### config.mk
export PLATFORM = sky130hd
export DESIGN_NAME = base64_stream_codec
export DESIGN_NICKNAME = d
export VERILOG_FILES = /design/src/design/b64sc_pkg.sv /design/src/design/b64sc_front.sv /design/src/design/b64sc_fifo.sv /design/src/design/b64sc_back.sv /design/src/design/base64_stream_codec.sv
export VERILOG_INCLUDE_DIRS = /design/src /design/src/design
export SDC_FILE = /design/constraint.sdc
export NUM_CORES = 1
export LEC_CHECK = 0
export ABC_AREA = 0
export BUFFER_PORTS_ARGS = -buffer_cell sky130_fd_sc_hd__buf_4
export CORE_ASPECT_RATIO = 1.25
export CORE_MARGIN = 5
export CORE_UTILIZATION = 35
export CTS_CLUSTER_DIAMETER = 100
export CTS_CLUSTER_SIZE = 30
export DETAILED_ROUTE_END_ITERATION = 8
export SLEW_MARGIN = 20
export SYNTH_ARGS = -nofsm -noshare
export SYNTH_HDL_FRONTEND = slang
export SYNTH_SLANG_ARGS = --single-unit
### constraint.sdc
create_clock -name clk_i -period 5.6 [get_ports clk_i]
set_input_delay 0.84 -clock clk_i [delete_from_list [all_inputs] [get_ports clk_i]]
set_output_delay 0.84 -clock clk_i [all_outputs]
set_load 0.02 [all_outputs]
### src/design/base64_stream_codec_assert.svh
// ----------------------------------------------------------------------------
// base64_stream_codec_assert.svh
// Assertion macros for the base64 stream codec, clocked on clk_i, off in reset.
// ----------------------------------------------------------------------------
`ifndef BASE64_STREAM_CODEC_ASSERT_SVH
`define BASE64_STREAM_CODEC_ASSERT_SVH

`ifndef NO_ASSERTIONS
`define B64SC_ASSERT(label, prop, msg) \
  label: assert property (@(posedge clk_i) disable iff (!rst_ni) (prop)) else $error(msg);
`define B64SC_NEVER(label, cond, msg) \
  label: assert property (@(posedge clk_i) disable iff (!rst_ni) !(cond)) else $error(msg);
`else
`define B64SC_ASSERT(label, prop, msg)
`define B64SC_NEVER(label, cond, msg)
`endif

`endif

### src/design/b64sc_pkg.sv
// ----------------------------------------------------------------------------
// b64sc_pkg
// Shared types, constants and alphabet functions of the base64 stream codec.
// ----------------------------------------------------------------------------
package b64sc_pkg;

  localparam int unsigned QUEUE_DEPTH = 2;
  localparam logic [7:0]  PAD_CHAR    = 8'd61;

  typedef enum logic [1:0] {
    JOB_ENC,
    JOB_DEC,
    JOB_ERR
  } job_kind_e;

  // one group to be sent: up to four result items
  typedef struct packed {
    job_kind_e   kind;
    logic        last;
    logic [1:0]  npad;
    logic [1:0]  last_idx;
    logic [23:0] bits;
  } job_t;

  function automatic logic [7:0] b64_char(input logic [5:0] s);
    logic [7:0] w;
    logic [7:0] r;
    w = {2'b00, s};
    if (s < 6'd26) begin
      r = 8'd65 + w;
    end else if (s < 6'd52) begin
      r = 8'd71 + w;
    end else if (s < 6'd62) begin
      r = w - 8'd4;
    end else if (s == 6'd62) begin
      r = 8'd43;
    end else begin
      r = 8'd47;
    end
    return r;
  endfunction

  // {valid, sextet}
  function automatic logic [6:0] b64_sextet(input logic [7:0] c);
    logic [6:0] r;
    if (c inside {[8'd65:8'd90]}) begin
      r = {1'b1, 6'(c - 8'd65)};
    end else if (c inside {[8'd97:8'd122]}) begin
      r = {1'b1, 6'(c - 8'd71)};
    end else if (c inside {[8'd48:8'd57]}) begin
      r = {1'b1, 6'(c + 8'd4)};
    end else if (c == 8'd43) begin
      r = {1'b1, 6'd62};
    end else if (c == 8'd47) begin
      r = {1'b1, 6'd63};
    end else begin
      r = 7'd0;
    end
    return r;
  endfunction

endpackage

### src/design/b64sc_front.sv
// ----------------------------------------------------------------------------
// b64sc_front
// Takes input items, gathers groups and hands finished groups on as jobs.
// ----------------------------------------------------------------------------
module b64sc_front
  import b64sc_pkg::*;
(
  input  logic       clk_i,
  input  logic       rst_ni,
  input  logic       decode_mode_i,
  input  logic       clear_i,
  input  logic       in_valid_i,
  output logic       in_ready_o,
  input  logic [7:0] in_value_i,
  input  logic       in_last_i,
  input  logic       q_full_i,
  output logic       job_push_o,
  output job_t       job_o
);

  logic [23:0] buf_q, buf_d;
  logic [1:0]  fill_q, fill_d;
  logic [1:0]  pad_q, pad_d;
  logic        err_q, err_d;

  logic       accept;
  logic [6:0] sx;
  logic       is_pad;
  logic       done;
  logic [5:0] sym;
  logic [1:0] fill_inc;
  logic [23:0] ebuf;
  logic [23:0] dbuf;

  assign in_ready_o = !q_full_i;
  assign accept     = in_valid_i && !q_full_i;
  assign sx         = b64_sextet(in_value_i);
  assign is_pad     = (in_value_i == PAD_CHAR);
  assign done       = (fill_q == 2'd3);
  assign fill_inc   = fill_q + 2'd1;
  assign ebuf       = {buf_q[15:0], in_value_i};

  always_comb begin
    buf_d      = buf_q;
    fill_d     = fill_q;
    pad_d      = pad_q;
    err_d      = err_q;
    sym        = 6'd0;
    dbuf       = buf_q;
    job_push_o = 1'b0;
    job_o      = '{kind: JOB_ENC, last: in_last_i, npad: 2'd0, last_idx: 2'd3, bits: ebuf};
    if (clear_i) begin
      buf_d  = '0;
      fill_d = '0;
      pad_d  = '0;
      err_d  = 1'b0;
    end else if (accept) begin
      if (!decode_mode_i) begin
        buf_d  = ebuf;
        fill_d = fill_inc;
        if (fill_inc == 2'd3) begin
          job_push_o = 1'b1;
          buf_d      = '0;
          fill_d     = '0;
        end else if (in_last_i) begin
          job_push_o = 1'b1;
          if (fill_inc == 2'd1) begin
            job_o.bits = {ebuf[7:0], 16'd0};
            job_o.npad = 2'd2;
          end else begin
            job_o.bits = {ebuf[15:0], 8'd0};
            job_o.npad = 2'd1;
          end
          buf_d  = '0;
          fill_d = '0;
        end
      end else begin
        if (is_pad) begin
          if (fill_q < 2'd2) begin
            err_d = 1'b1;
          end else if (fill_q == 2'd2) begin
            pad_d = pad_q | 2'b10;
          end else begin
            pad_d = pad_q | 2'b01;
          end
        end else if (!sx[6] || pad_q != 2'b00) begin
          err_d = 1'b1;
        end else begin
          sym = sx[5:0];
        end
        dbuf = {buf_q[17:0], sym};
        if (done && pad_d != 2'b00 && !in_last_i) begin
          err_d = 1'b1;
        end
        if (in_last_i && !done) begin
          err_d = 1'b1;
        end
        job_o.bits     = dbuf;
        job_o.kind     = JOB_DEC;
        job_o.last_idx = 2'd2 - {1'b0, pad_d[0]} - {1'b0, pad_d[1]};
        if (err_d) begin
          fill_d = fill_inc;
          buf_d  = dbuf;
          if (done) begin
            pad_d = '0;
            buf_d = '0;
          end
          if (in_last_i) begin
            job_push_o     = 1'b1;
            job_o.kind     = JOB_ERR;
            job_o.last_idx = 2'd0;
            job_o.last     = 1'b1;
            buf_d          = '0;
            fill_d         = '0;
            pad_d          = '0;
            err_d          = 1'b0;
          end
        end else if (!done) begin
          fill_d = fill_inc;
          buf_d  = dbuf;
        end else begin
          job_push_o = 1'b1;
          buf_d      = '0;
          fill_d     = '0;
          pad_d      = '0;
        end
      end
    end
  end

  always_ff @(posedge clk_i or negedge rst_ni) begin
    if (!rst_ni) begin
      buf_q  <= '0;
      fill_q <= '0;
      pad_q  <= '0;
      err_q  <= 1'b0;
    end else begin
      buf_q  <= buf_d;
      fill_q <= fill_d;
      pad_q  <= pad_d;
      err_q  <= err_d;
    end
  end

endmodule

### src/design/b64sc_fifo.sv
// ----------------------------------------------------------------------------
// b64sc_fifo
// Short job queue between the front and the back.
// ----------------------------------------------------------------------------
`include "base64_stream_codec_assert.svh"

module b64sc_fifo
  import b64sc_pkg::*;
#(
  parameter int unsigned Depth = QUEUE_DEPTH
) (
  input  logic clk_i,
  input  logic rst_ni,
  input  logic push_i,
  input  job_t data_i,
  input  logic pop_i,
  output job_t data_o,
  output logic full_o,
  output logic empty_o
);

  localparam int unsigned PtrW = (Depth > 1) ? $clog2(Depth) : 1;
  localparam int unsigned CntW = $clog2(Depth + 1);

  job_t            mem_q [Depth];
  logic [PtrW-1:0] wr_ptr_q, wr_ptr_d;
  logic [PtrW-1:0] rd_ptr_q, rd_ptr_d;
  logic [CntW-1:0] count_q, count_d;

  assign full_o  = (count_q == CntW'(Depth));
  assign empty_o = (count_q == '0);
  assign data_o  = mem_q[rd_ptr_q];

  always_comb begin
    wr_ptr_d = wr_ptr_q;
    rd_ptr_d = rd_ptr_q;
    count_d  = count_q;
    if (push_i) begin
      wr_ptr_d = (wr_ptr_q == PtrW'(Depth - 1)) ? '0 : wr_ptr_q + PtrW'(1);
    end
    if (pop_i) begin
      rd_ptr_d = (rd_ptr_q == PtrW'(Depth - 1)) ? '0 : rd_ptr_q + PtrW'(1);
    end
    if (push_i && !pop_i) begin
      count_d = count_q + CntW'(1);
    end else if (pop_i && !push_i) begin
      count_d = count_q - CntW'(1);
    end
  end

  always_ff @(posedge clk_i or negedge rst_ni) begin
    if (!rst_ni) begin
      wr_ptr_q <= '0;
      rd_ptr_q <= '0;
      count_q  <= '0;
    end else begin
      wr_ptr_q <= wr_ptr_d;
      rd_ptr_q <= rd_ptr_d;
      count_q  <= count_d;
    end
  end

  always_ff @(posedge clk_i) begin
    if (push_i) begin
      mem_q[wr_ptr_q] <= data_i;
    end
  end

  `B64SC_NEVER(a_no_overflow, push_i && full_o && !pop_i, "job pushed into full queue")
  `B64SC_NEVER(a_no_underflow, pop_i && empty_o, "job popped from empty queue")
  `B64SC_ASSERT(a_count_up, push_i && !pop_i |=> count_q == $past(count_q) + CntW'(1), "count")

endmodule

### src/design/b64sc_back.sv
// ----------------------------------------------------------------------------
// b64sc_back
// Expands queued jobs into result items via an output register, one per cycle unless stalled.
// ----------------------------------------------------------------------------
`include "base64_stream_codec_assert.svh"

module b64sc_back
  import b64sc_pkg::*;
(
  input  logic       clk_i,
  input  logic       rst_ni,
  input  job_t       job_i,
  input  logic       job_valid_i,
  output logic       job_pop_o,
  output logic       m_tvalid_o,
  input  logic       m_tready_i,
  output logic [7:0] m_tdata_o,
  output logic       m_tlast_o,
  output logic       m_tuser_o
);

  logic [1:0] idx_q, idx_d;
  logic       vld_q, vld_d;
  logic [7:0] val_q, val_d;
  logic       last_q, last_d;
  logic       err_q, err_d;

  logic       load;
  logic       final_item;
  logic [5:0] six;
  logic [2:0] pad_pos;

  assign load       = job_valid_i && (!vld_q || m_tready_i);
  assign final_item = (idx_q == job_i.last_idx);
  assign job_pop_o  = load && final_item;
  assign pad_pos    = {1'b0, idx_q} + {1'b0, job_i.npad};

  always_comb begin
    case (idx_q)
      2'd0:    six = job_i.bits[23:18];
      2'd1:    six = job_i.bits[17:12];
      2'd2:    six = job_i.bits[11:6];
      default: six = job_i.bits[5:0];
    endcase
  end

  always_comb begin
    idx_d  = idx_q;
    vld_d  = vld_q && !m_tready_i;
    val_d  = val_q;
    last_d = last_q;
    err_d  = err_q;
    if (load) begin
      vld_d  = 1'b1;
      idx_d  = final_item ? 2'd0 : idx_q + 2'd1;
      last_d = job_i.last && final_item;
      err_d  = 1'b0;
      case (job_i.kind)
        JOB_ENC: val_d = (pad_pos > 3'd3) ? PAD_CHAR : b64_char(six);
        JOB_DEC: begin
          case (idx_q)
            2'd0:    val_d = job_i.bits[23:16];
            2'd1:    val_d = job_i.bits[15:8];
            default: val_d = job_i.bits[7:0];
          endcase
        end
        default: begin
          val_d  = 8'd0;
          last_d = 1'b1;
          err_d  = 1'b1;
        end
      endcase
    end
  end

  always_ff @(posedge clk_i or negedge rst_ni) begin
    if (!rst_ni) begin
      idx_q <= '0;
      vld_q <= 1'b0;
    end else begin
      idx_q <= idx_d;
      vld_q <= vld_d;
    end
  end

  always_ff @(posedge clk_i) begin
    val_q  <= val_d;
    last_q <= last_d;
    err_q  <= err_d;
  end

  assign m_tvalid_o = vld_q;
  assign m_tdata_o  = val_q;
  assign m_tlast_o  = last_q;
  assign m_tuser_o  = err_q;

  `B64SC_ASSERT(a_err_closes, vld_q && err_q |-> last_q && val_q == 8'd0, "error item not closing")

endmodule

### src/design/base64_stream_codec.sv
// ----------------------------------------------------------------------------
// base64_stream_codec
// Base64 encoder/decoder on a stream, standard alphabet, APB mode register.
// ----------------------------------------------------------------------------
//  channel   direction  payload
//  s_axis    in         tdata[7:0] in_value, tlast in_last
//  m_axis    out        tdata[7:0] out_value, tlast out_last, tuser out_error
//  apb       in/out     reg 0 @ 0x0: decode_mode (bit 0)
//
//  One result item leaves per cycle from the back's output register while
//  m_axis_tready is high; the front takes one item per cycle while the
//  2-entry job queue has room. Encoding: 3 bytes -> 4 characters.
//  Decoding: 4 characters -> 3 bytes. Reset needs no clearing pass.
//  A stalled output fills the job queue, then holds s_axis_tready low.
// ----------------------------------------------------------------------------
module base64_stream_codec
  import b64sc_pkg::*;
#(
  parameter int unsigned QueueDepth = QUEUE_DEPTH
) (
  input  logic        clk_i,
  input  logic        rst_ni,
  input  logic        s_axis_tvalid,
  output logic        s_axis_tready,
  input  logic [7:0]  s_axis_tdata,   // [7:0] in_value
  input  logic        s_axis_tlast,
  output logic        m_axis_tvalid,
  input  logic        m_axis_tready,
  output logic [7:0]  m_axis_tdata,   // [7:0] out_value
  output logic        m_axis_tlast,
  output logic        m_axis_tuser,   // [0] out_error
  input  logic        psel,
  input  logic        penable,
  input  logic        pwrite,
  input  logic [2:0]  paddr,
  input  logic [31:0] pwdata,
  output logic [31:0] prdata,
  output logic        pready
);

  logic mode_q, mode_d;
  logic mode_wr;
  logic q_full, q_empty;
  logic job_push, job_pop;
  job_t job_in, job_out;

  assign pready  = 1'b1;
  assign mode_wr = psel && penable && pwrite && (paddr[2] == 1'b0);
  assign mode_d  = mode_wr ? pwdata[0] : mode_q;
  assign prdata  = (paddr[2] == 1'b0) ? {31'd0, mode_q} : 32'd0;

  always_ff @(posedge clk_i or negedge rst_ni) begin
    if (!rst_ni) begin
      mode_q <= 1'b0;
    end else begin
      mode_q <= mode_d;
    end
  end

  b64sc_front u_front (
    .clk_i        (clk_i),
    .rst_ni       (rst_ni),
    .decode_mode_i(mode_q),
    .clear_i      (mode_wr),
    .in_valid_i   (s_axis_tvalid),
    .in_ready_o   (s_axis_tready),
    .in_value_i   (s_axis_tdata),
    .in_last_i    (s_axis_tlast),
    .q_full_i     (q_full),
    .job_push_o   (job_push),
    .job_o        (job_in)
  );

  b64sc_fifo #(
    .Depth(QueueDepth)
  ) u_fifo (
    .clk_i  (clk_i),
    .rst_ni (rst_ni),
    .push_i (job_push),
    .data_i (job_in),
    .pop_i  (job_pop),
    .data_o (job_out),
    .full_o (q_full),
    .empty_o(q_empty)
  );

  b64sc_back u_back (
    .clk_i      (clk_i),
    .rst_ni     (rst_ni),
    .job_i      (job_out),
    .job_valid_i(!q_empty),
    .job_pop_o  (job_pop),
    .m_tvalid_o (m_axis_tvalid),
    .m_tready_i (m_axis_tready),
    .m_tdata_o  (m_axis_tdata),
    .m_tlast_o  (m_axis_tlast),
    .m_tuser_o  (m_axis_tuser)
  );

endmodule
### Yosys cells after proc, flatten, opt, wreduce, memory -nomap -nowiden

Memory sizes are Yosys's and may differ from the RTL's.
Index checks and enable logic that the tools add are counted.

* add/subtract/negate cells: 15
* magnitude comparators: 11
* equal/unequal tests: 13
* multiplexer cells: 88
* bitwise logic cells: 1
* reduce and logical (&&, ||, !) cells: 37

Operator list (number)
* $mux W18: 8
* $mux W24: 4
* $mux W31: 2
* $mux W2: 29
* $mux W7: 5
* $mux W8: 4
* $pmux W8 S2: 2
* $mux W1: 27
* $eq A8 B6 Y1 const B: 3
* $pmux W6 S3: 1
* $add A7 B6 Y8 const A: 2
* $ge A8 B7 Y1 const B: 2
* $le A8 B7 Y1 const B: 2
* $logic_and A1 B1 Y1: 16
* $lt A6 B6 Y1 const B: 2
* $mux W3: 4
* $mux W6: 2
* $eq A2 B2 Y1 const B: 5
* $reduce_bool A2 Y1: 5
* $logic_not A1 Y1: 9
* $ge A8 B6 Y1 const B: 1
* $le A8 B6 Y1 const B: 1
* $sub A6 B3 Y7 const B: 1
* $add A2 B1 Y2 const B: 3
* other kinds (19): 25

* bits in registers: 41
* RAM bits: 62
* word-level logic and storage cells: 179
* memories: 1

Memory list
* u_fifo.mem_q: depth 2, width 31, rd ports 1, clocked after Yosys merged registers in 0, wr ports 1, line b64sc_fifo.sv:25 `job_t mem_q [Depth];`

### Longest topological paths before layout

* word-level depth: 23
* gate-level depth with buffers: 18

### Cells and area by module

From an unflattened synthesis, not the netlist that was laid out.

* cells, all modules: 578
* area, all modules: 6442.4 um^2

Modules (own cells, without submodules)
* b64sc_fifo: times used 1, cells each 113, area an instance 2577.5 um^2, seq. area each 1961.9 um^2
* b64sc_front: times used 1, cells each 277, area an instance 2239.6 um^2, seq. area each 575.6 um^2
* b64sc_back: times used 1, cells each 149, area an instance 1311.3 um^2, seq. area each 375.4 um^2
* base64_stream_codec: times used 1, cells each 39, area an instance 314.1 um^2, seq. area each 25.0 um^2

### Least setup slack after synthesis

Ideal clock, no wire load.

* kind: input -> register
* from: in s_axis_tdata[1]
* to: mem u_fifo.mem_q[0][0] in the netlist's numbering (enable)
* setup time: 0.419 ns
* data arrival time: 4.314 ns
* required time: 5.181 ns
* setup slack: 0.867 ns
* stages: 14
* cells stage by stage: clkbuf_1 inv_1 ha_1 and3_1 and2_1 a21oi_1 ha_1 nor2_1 a211oi_1 and2_1 o311ai_1 a31oi_1 nand2_1 nor2_1

* cells in the longest elaborated chain, start to end: 21
* elaborated cells on any way between the ends: 39
* classes of those cells: 6 x order compare; 3 x eq/ne; 22 x mux; 8 x reduce/logical

RTL lines
* from (decl): line base64_stream_codec.sv:25 `input logic [7:0] s_axis_tdata,`
* branches (longest 10 deep; another with $ge A8 B6 Y1)
* $mux W1 *: line b64sc_front.sv:92 `if (done && pad_d != 2'b00 && !in_last_i) begin`
* $mux W1 *: line b64sc_front.sv:95 `if (in_last_i && !done) begin`
* $mux W1 *: line b64sc_front.sv:58 `if (!decode_mode_i) begin`
* $mux W1 *: line b64sc_front.sv:57 `end else if (accept) begin`
* $mux W1 *: line b64sc_front.sv:52 `if (clear_i) begin`
* $mux W1 *: line b64sc_front.sv:101 `if (err_d) begin`
* $mux W1 *: line b64sc_front.sv:58
* $mux W1 *: line b64sc_front.sv:57
* $mux W1 *: line b64sc_front.sv:52
* $mux W1 *: line b64sc_fifo.sv:64 `if (push_i) begin`
* $mux W1 (not written as such) *: line b64sc_fifo.sv:65 `mem_q[wr_ptr_q] <= data_i;`
* to (decl): line b64sc_fifo.sv:25

Mark *: on every way between the ends. The select of a mux whose other input is x is not followed.

### Worst setup path in the final report

* from: reg u_fifo.rd_ptr_q
* to: reg u_back.val_q[3], in the netlist u_back.m_tdata_o[3] (data pin)

* cells in the longest elaborated chain, start to end: 8
* elaborated cells on any way between the ends: 18
* classes of those cells: 4 x add/sub; 4 x order compare; 1 x eq/ne; 7 x mux; 1 x reduce/logical; 1 x memory

RTL lines
* from (decl): line b64sc_fifo.sv:27 `logic [PtrW-1:0] rd_ptr_q, rd_ptr_d;`
* from (signal assigned): line b64sc_fifo.sv:58 `rd_ptr_q <= rd_ptr_d;`
* $mem_v2 Z2 W31 *
* $pmux W6 S3: line b64sc_back.sv:39 `case (idx_q)`
* $sub A6 B3 Y7 or $lt A6 B6 Y1 (tied branches): line b64sc_pkg.sv:34, b64sc_pkg.sv:33
* $mux W8: line b64sc_pkg.sv:33 `end else if (s < 6'd62) begin`
* $mux W8: line b64sc_pkg.sv:31 `end else if (s < 6'd52) begin`
* $mux W8: line b64sc_pkg.sv:29 `if (s < 6'd26) begin`
* $mux W8: line b64sc_back.sv:59 `JOB_ENC: val_d = (pad_pos > 3'd3) ? PAD_CHAR : b64_char(six);`
* $pmux W8 S2 *: line b64sc_back.sv:58 `case (job_i.kind)`
* to (signal assigned): line b64sc_back.sv:87 `val_q <= val_d;`
* to (decl): line b64sc_back.sv:24 `logic [7:0] val_q, val_d;`

Mark *: on every way between the ends. The rest lies on a longest branch, timed or not.
A chain may end at the register's enable or synchronous reset.

==> qor.csv <==
stage,metric,value,unit
grt,first-pass GRT wire length,23.80,mm
timing,fmax,0.2501,GHz
finish,diode count,0,
floorplanning,Die Ht,159.3,µm
place,detailed placement HPWL,10.67,mm
synth,Yosys top cell by area,edfxtp_1,
synth,Post-synth EDFFs,72,
cts,clk slew on worst S/H paths,0.07,ns
worst_setup_path,critical path peak fanout,17,
grt,largest net degree at the start of global routing,32,
timing,worst slew pin tran,1.046,ns
grt,Top Usage Layer GRT,met2,
run_status,status,"complete, no violations",
cts,CTS tree,built,
timing,final period utilization,71.39,%
place,input/output buffers,30,
grt,GR Util All Layers,13.96,%
routing,vias per cell,5.539,
floorplanning,num rows,54,
floorplanning,IO Pins,96,
synth,top_reg_cell synth,edfxtp_1,
synth,dominant cell by count in the synthesized netlist,edfxtp_1,
job,total of max-cap violations,0,
floorplanning,Starting Density,35.66,%
finish,Final #Nets,689,
place,cell total after placement,827,
grt,grt total ovfl,0,
cts,clk sinks,103,
worst_setup_path,Max stage delay on crit path,0.86,ns
cts,CTS resizes,0,
routing,DR WL/cell,17.39,µm
grt,initial antenna violation count,0,
grt,met3 usage,1.644,%
timing,post-route setup slack,1.602,ns
synth,Syn Inst Count,601,
cts,"Hold-fix buffers, CTS",0,
finish,fill count,1666,
timing,Final setup viols,0,
cts,Longest Clk Path Bufs,2,
floorplanning,CORE AREA,0.01750,mm²
cts,H-tree depth,3,
synth,Post-synth top cells,"edfxtp_1 (72), nand2_1 (53), inv_1 (37), nor2_1 (36), a21oi_1 (34)",
worst_setup_path,required time worst endpoint,5.70,ns
finish,final core occ,38.92,%
routing,DR vias,4669,
timing,worst hold slack,0.4312,ns
cts,clock root buffer,clkbuf_16,
worst_setup_path,crit path cell chain,buf_4 -> mux2i_1 -> nor2_1 -> o31a_1 -> ha_1 -> nor4_1 -> o31a_4 -> nor3b_2 -> or4b_1 -> a31o_1,
worst_setup_path,Worst setup SP type,flip-flop,
routing,final wirelength,14.66,mm
worst_setup_path,Buf/Inv on CP,1,
floorplanning,Horiz. Die Dim,129.4,µm
worst_hold_path,worst min path class,in -> async,
place,GPL Wtd Cong,0.9115,
synth,YS warnings,0,
timing,RSZ-0062 raised after global routing,no,
timing,Final Max Tran Viols,0,
pwr,PwrDens,524.6,mW/mm²
timing,min cycle time layout,3.998,ns
synth,top post-synthesis cells by area,"edfxtp_1 (35%), dfrtp_1 (12%), ha_1 (4.8%)",
grt,met1 Use GR,18.67,%
finish,P&R area growth vs syn,9.164,%
finish,post-route insts no fill,843,
pwr,P_leak,2.777,nW
grt,vias in the first global route,4511,
pwr,VDD IR-drop max,0.1790,mV
finish,layout cell share with drive strength beyond 1,12.60,%
cts,clock buffer count from CTS,9,
worst_setup_path,Worst path top cell family by delay,simple AND/OR/NAND/NOR gates,
cts,post-CTS setup buffer count,0,
grt,met2 Usage GRT,23.73,%
worst_setup_path,Crit Path Category,reg -> reg,
floorplanning,die area,0.02061,mm²
place,Post-Place Worst Slack,1.448,ns
synth,"flops & latches, synth",103,
synth,number of distinct library cells after synthesis,68,
synth,"Avg Cell Area, Syn",10.38,µm²
routing,iteration count of the initial detailed-routing pass,6,
timing,clk_skew,0.009418,ns
routing,Initial DRC Count,525,
timing,final hold viol count,0,
synth,"Seq/Total Area, Yosys",47.08,%
worst_setup_path,Critical Path Slowest Stage Cell,dfrtp_1,
worst_setup_path,critical path endpoint category,flip-flop,
synth,Synth top area share,34.65,%
routing,number of remaining DRC errors,0,
synth,cell area after synthesis,0.006240,mm²
routing,DRT antenna net count,0,
worst_setup_path,Worst Path Arrival,4.10,ns
timing,Slew HR,30.13,%
worst_setup_path,R2R Setup Slk,1.60,ns
cts,worst skew pair latency,0.34,ns
synth,post-synthesis async set-or-reset flop share,30.10,%
timing,setup TNS after final layout,0,ns
## sequential cells by signal, indices dropped and copies added, names as in the netlist
signal / count
u_fifo.wr_ptr_q: 1
u_front.fill_q: 2
u_back.m_tdata_o: 8
u_front.pad_q: 2
u_fifo.mem_q: 62
u_back.m_tlast_o: 1
u_back.m_tuser_o: 1
u_back.m_tvalid_o: 1
mode_q: 1
u_fifo.count_q: 2
u_front.err_q: 1
u_fifo.rd_ptr_q: 1
u_back.idx_q: 2
u_front.buf_q: 18
## worst paths after layout
| kind | endpoint | start | cells past startpoint |
|---|---|---|---|
| worst max-delay path | u_back.m_tdata_o[3] | u_fifo.rd_ptr_q | 10 |
| worst min-delay path | u_front.fill_q[1] | rst_ni | 1 |
| worst max register to register | u_back.m_tdata_o[3] | u_fifo.rd_ptr_q | 10 |
| worst min register to register | u_fifo.count_q[1] | u_fifo.count_q[1] | 1 |
| max in group asynchronous | u_front.buf_q[0] | rst_ni | 1 |
| min in group clk_i | u_fifo.count_q[1] | u_fifo.count_q[1] | 1 |
## layout by cell type, fill, tap and decap left out, types with 5 or more instances in the layout
cell type	count
a211oi_1	5
a21oi_1	34
a222oi_1	14
a22oi_1	14
buf_4	37
clkbuf_16	9
conb_1	32
dfrtp_1	31
edfxtp_1	72
ha_1	24
inv_1	37
mux2_1	6
mux2_2	11
mux2_4	5
mux2i_1	19
nand2_1	53
nand3_1	5
nor2_1	35
nor2b_1	8
nor3_1	17
o21ai_0	20
o21ai_1	8
o22ai_1	25
o31a_1	6
xnor2_1	5
## final cells by class
type / instances / area (µm²) / area share, %
clock buffer: 10 / 229.0 / 3.362
inverter: 37 / 138.9 / 2.039
timing repair buffer: 37 / 277.8 / 4.078
clock inverter: 6 / 67.56 / 0.9919
tap: 224 / 280.3 / 4.115
multi-input combinational: 426 / 2880 / 42.29
sequential: 103 / 2938 / 43.13
## metrics by stage
stage / power (mW) / instance area, µm²
floorplan: 2.537 / 6352
global placement: 2.888 / 6511
detailed placement: 2.927 / 6511
CTS: 3.565 / 6808
global route: 3.791 / 6812
finish: 3.574 / 6812
## worst reg2reg max path, cell delays in order (launching register included)
cell and delay, ns:
dfrtp_1 0.86, buf_4 0.35, mux2i_1 0.26, nor2_1 0.09, o31a_1 0.39, ha_1 0.35
nor4_1 0.40, o31a_4 0.27, nor3b_2 0.06, or4b_1 0.51, a31o_1 0.23
## report_power, final
part | internal (mW) | switching (mW) | total (mW) | leakage, nW
logic | 0.698 | 1.05 | 1.75 | 1.55
registers | 1.05 | 0.140 | 1.19 | 1.08
clock network | 0.350 | 0.278 | 0.628 | 0.144
total | 2.10 | 1.47 | 3.57 | 2.78
## cells by family after synthesis
kind of cell               share of synthesized area (%)
adders and majority gates                          4.813
buffers and inverters                              8.662
xor gates and xnor gates                           1.263
muxes                                              7.319
DFF                                                47.08
and+or+nand+nor                                    11.45
AOI/OAI and AO/OA                                  19.29
other                                             0.1204
## layer usage
metal / vias to the layer above / share of wire (%)
met1: 2278 / 44
met4: 0 / 1.8
li1: 2208 / -
met5: - / 0
met3: 17 / 3.9
met2: 166 / 50
No activity file was read; power rests on OpenSTA's default activity.
